## src/design/cpc_ram.sv

```systemverilog
// Generic simple dual-port RAM with registered read.
`default_nettype none
module cpc_ram #(
    parameter int W = 8,
    parameter int D = 16
) (
    input  wire logic                 i_clk,
    input  wire logic                 i_we,
    input  wire logic [$clog2(D)-1:0] i_waddr,
    input  wire logic [W-1:0]         i_wdata,
    input  wire logic [$clog2(D)-1:0] i_raddr,
    output logic      [W-1:0]         o_rdata
);

    logic [W-1:0] r_mem [D];

    // write port and registered read port
    always_ff @(posedge i_clk) begin
        if (i_we) begin
            r_mem[i_waddr] <= i_wdata;
        end
        o_rdata <= r_mem[i_raddr];
    end

endmodule
`default_nettype wire

```

## config.mk

```make
export PLATFORM = sky130hd
export DESIGN_NAME = cpc_ram
export DESIGN_NICKNAME = d
export VERILOG_FILES = /design/src/design/cpc_ram.sv
export SDC_FILE = /design/constraint.sdc
export NUM_CORES = 1
export LEC_CHECK = 0
export ABC_AREA = 1
export BUFFER_PORTS_ARGS = -buffer_cell sky130_fd_sc_hd__clkbuf_2
export CAP_MARGIN = 5
export CORE_ASPECT_RATIO = 0.9
export CORE_MARGIN = 2
export CORE_UTILIZATION = 45
export DETAILED_ROUTE_END_ITERATION = 6
export HOLD_SLACK_MARGIN = 0.08
export PLACE_DENSITY = 0.6
export SYNTH_ARGS = -nofsm -noshare
export SYNTH_HDL_FRONTEND = slang
export SYNTH_SLANG_ARGS = --single-unit
```

## constraint.sdc

```tcl
create_clock -name i_clk -period 1.5 [get_ports i_clk]
set_input_delay 0.15 -clock i_clk [delete_from_list [all_inputs] [get_ports i_clk]]
set_output_delay 0.15 -clock i_clk [all_outputs]
set_load 0.1 [all_outputs]
```

**Word-level counts from Yosys, hierarchy flattened**

Memories as Yosys holds them, arrays and structs flattened. A register that Yosys moved wholly into a read port is not among the register bits.
Cells that the tools add are included.

- Multiplexer cells: 2

Operator list:

| cell | count |
|---|---|
| $mux 1 | 2 |

- RAM bits: 128
- Register bits after elaboration: 0
- Output and inout port bits: 8
- Logic and storage cells: 3
- Memories kept: 1
- Bits of input ports: 18

Memory list:

| memory | depth | bits a word | read ports | clocked after memory_dff | wr ports | line | source |
|---|---|---|---|---|---|---|---|
| r_mem | 16 | 8 | 1 | 1 | 1 | 15 | `logic [W-1:0] r_mem [D];` |

**Longest topological paths before layout**

- Word-level depth: 2
- Gate-level depth with buffers: 8
- Gate-level depth less buffers: 7

**Least setup slack after synthesis**

OpenSTA, ideal clock, no wires.

- Kind: input-to-reg
- Start point: in i_waddr[2]
- End point: mem r_mem[10][0] (enable)
- Data arrival time: 0.731 ns
- Setup time: 0.370 ns
- Stages on the path: 2
- Path slack: 0.399 ns
- Path buffers: 0
- Required time: 1.130 ns
- Cells stage by stage: nand3b_1 > nor2_1

RTL lines:

| item | line | source |
|---|---|---|
| start, declared | 9 | `input wire logic [$clog2(D)-1:0] i_waddr,` |
| end, declared | 15 |  |

Straight into the memory's write port.

**Worst setup path after layout**

- Start point: reg o_rdata[3], read port of r_mem
- End point: out o_rdata[3]

RTL lines:

| item | line | source |
|---|---|---|
| start, declared | 12 | `output logic [W-1:0] o_rdata` |

No word-level cell between the ends.

==> impl_metrics.yaml <==
global_route:
  grt_pass1_wl_um: 19900
  antenna_violations_before_repair: 0
  globalRouteMet3Util: 0.0482
  gr-total-overflow: 0
  grt_use_total: 0.199
  top_usage_layer: "met2"
  grt_start_max_net_pins: 48
  gr-usage-met2: 0.300
  via_count_of_the_first_global_routing_pass: 3638
  groute.layer.met1.usage: 0.289
timing:
  min_period_over_period: 0.904
  finalClockSkew_ns: 0.00608
  grt_setup_unrepaired: "false"
  tns_ns: 0
  finalWorstSetupSlack_ns: 0.145
  max_freq_ghz: 0.738
  relSlewSlack: 0.632
  timing.final.max_slew_violations: 0
  finalCriticalPeriod_ns: 1.36
  worst_slew_pin_slew_ns: 0.555
  timing.final.hold_violations: 0
  setup_viol: 0
pwr:
  power_per_cell_area_nw_per_um2: 1290
  vdd_ir_drop_max_mv: 0.964
  p_leak_nw: 2.94
worst_setup_path:
  crit_type: "reg2out"
  max_incr_delay_on_cp_ns: 0.46
  cp_data_arrival_time_ns: 1.21
  worstSetupStartpointType: "register"
  crit_family: "buffers and inverters"
  timing.critical_path.fanout_max: 1
  critical_path.endpoint_type: "output pin"
  critical_path.cell_chain: "clkbuf_2"
  timing.critical_path.required_ns: 1.35
  crit_buf_inv: 1
  timing.critical_path.slowest_stage_cell: "clkbuf_2"
yosys:
  synth_top_family_by_area: "simple AND/OR/NAND/NOR gates"
  post_synth_top_area_share: 0.667
  synthesis.nets: 569
  synth_adder_area_share: 0
  count_of_flip_flops_with_a_built_in_enable_after_synthesis: 128
  yosys_most_used_dff: "edfxtp_1"
  synthDistinctLibCells: 12
  flip_flop_and_latch_count_after_synthesis: 136
  synth_compound_gate_area_share: 0
  synth_xor_area_frac: 0
  synth_simple_gate_area_frac: 0.210
  synth.most_common_cell: "nand2_1"
  mean_post_synth_cell_area_um2: 10.5
  post_synth_mux_area_share: 0
  seq_area_frac_synth: 0.694
  cell_taking_the_most_area_after_synthesis: "edfxtp_1"
  synthCells: 551
  leading_post_synthesis_cells_by_cell_area: "edfxtp_1 67%, nand2_1 11%, nand3_1 8.4%, inv_1 6.5%, dfxtp_1 2.8%"
  mappedNetlistArea_um2: 5770
  yosysWarningCount: 0
  post_synth_most_frequent_cells: "173 x nand2_1, 128 x edfxtp_1, 100 x inv_1"
  asyncSetResetFlopFracSynth: 0
place:
  hpwl_um: 7930
  io_buffers: 25
  place_worst_setup_slack_ns: 0.122
  dpl-instance-area_um2: 6170
  gpl.final_weighted_congestion: 0.803
floorplan:
  initial_core_util: 0.458
  row_count: 39
  fp.dieArea_um2: 13700
  placeableCoreArea_um2: 12600
  die-height_um: 111
  die_x_um: 123
  io-pin-count: 26
routing:
  initial_drt_pass_iterations: 4
  dr.first_iter.drc_count: 291
  number_of_vias_after_detailed_routing: 3799
  vias_per_cell: 4.90
  route.detailed.drc: 0
  drt-total-wl_um: 12800
  route.detailed.wl_per_inst_um: 16.5
  antenna_left: 0
clock_network:
  worst_setup_hold_path_clk_slew_ns: 0.06
  clock_insertion_delay_worst_skew_ns: 0.40
  clock_tree.root_cell: "clkbuf_16"
  tritoncts_clock_tree: "yes"
  cts.repair_timing.setup_buffer_count: 0
  cts-htree-levels: 4
  num_cts_buffers: 17
  cts_max_path_buffers: 2
  post_cts_resized: 0
  clock-sinks: 136
  cts_hold_buf: 0
finish:
  syn_to_final_growth_pct: 16.3
  fin_area_um2: 6710
  final_layout_size_suffix_gt1_frac: 0.129
  antennaDiodeCount: 0
  nets: 616
hold_path:
  min-delay-path-class: "in2reg"
status:
  run_status: "complete, no violations"
run:
  max_cap_violations: 0
final timing paths:
| path | from | endpoint | depth (start not counted) | slack, ns |
|---|---|---|---|---|
| setup / recovery | o_rdata[3] | o_rdata[3] | 1 | 0.14 |
| hold / removal | i_raddr[3] | o_rdata[7] | 4 | 0.21 |
| setup reg to reg | r_mem[9][0] | o_rdata[0] | 6 | 0.51 |
| hold reg to reg | r_mem[10][6] | o_rdata[6] | 6 | 0.67 |
flip-flops by register name, indices dropped and copies added, names as in the netlist:
signal / count
o_rdata: 8
r_mem: 128
routing by layer:
metal / vias up / part of all wire
li1: 1867 / -
met4: 0 / 0.017
met5: - / 0
met2: 115 / 0.47
met1: 1807 / 0.46
met3: 10 / 0.050
placed cells by master (no fill, tap or decap):
cell and n:
buf_12 3, buf_4 24, clkbuf_1 7, clkbuf_16 17, clkbuf_2 25, clkbuf_8 5, clkinv_2 3, dfxtp_1 8
edfxtp_1 128, inv_1 100, inv_2 2, nand2_1 173, nand3_1 97, nand3b_1 2, nor2_1 17
power by group:
part	switching, W	total [W]	internal, W
logic	0.000540	0.000707	0.000168
clock network	0.00137	0.00369	0.00233
registers	0.0000256	0.00428	0.00425
kinds of logic after synthesis:
| family | count (synthesis) |
|---|---|
| buf+inv | 126 |
| flops | 136 |
| simple gates | 289 |
metrics by stage:
stage,power [W],utilization,std cells,hold slack (ns)
floorplan,0.00483,-,551,0.249
CTS,0.00875,0.533,775,0.192
detailed placement,0.00507,0.490,743,0.615
global placement,0.00506,0.490,743,0.626
finish,0.00868,0.533,775,0.207
global route,0.00898,0.533,775,0.199
cell type report:
type                            count  area, um2
Clock buffer                       29        520
Timing Repair Buffer               52        365
Sequential cell                   136       4000
Fill cell                        1090       5880
Multi-Input combinational cell    289       1210
Clock inverter                      3       15.0
Inverter                          102        383
Tap cell                          164        205
Note: power is estimated with default switching activity, not from simulation.
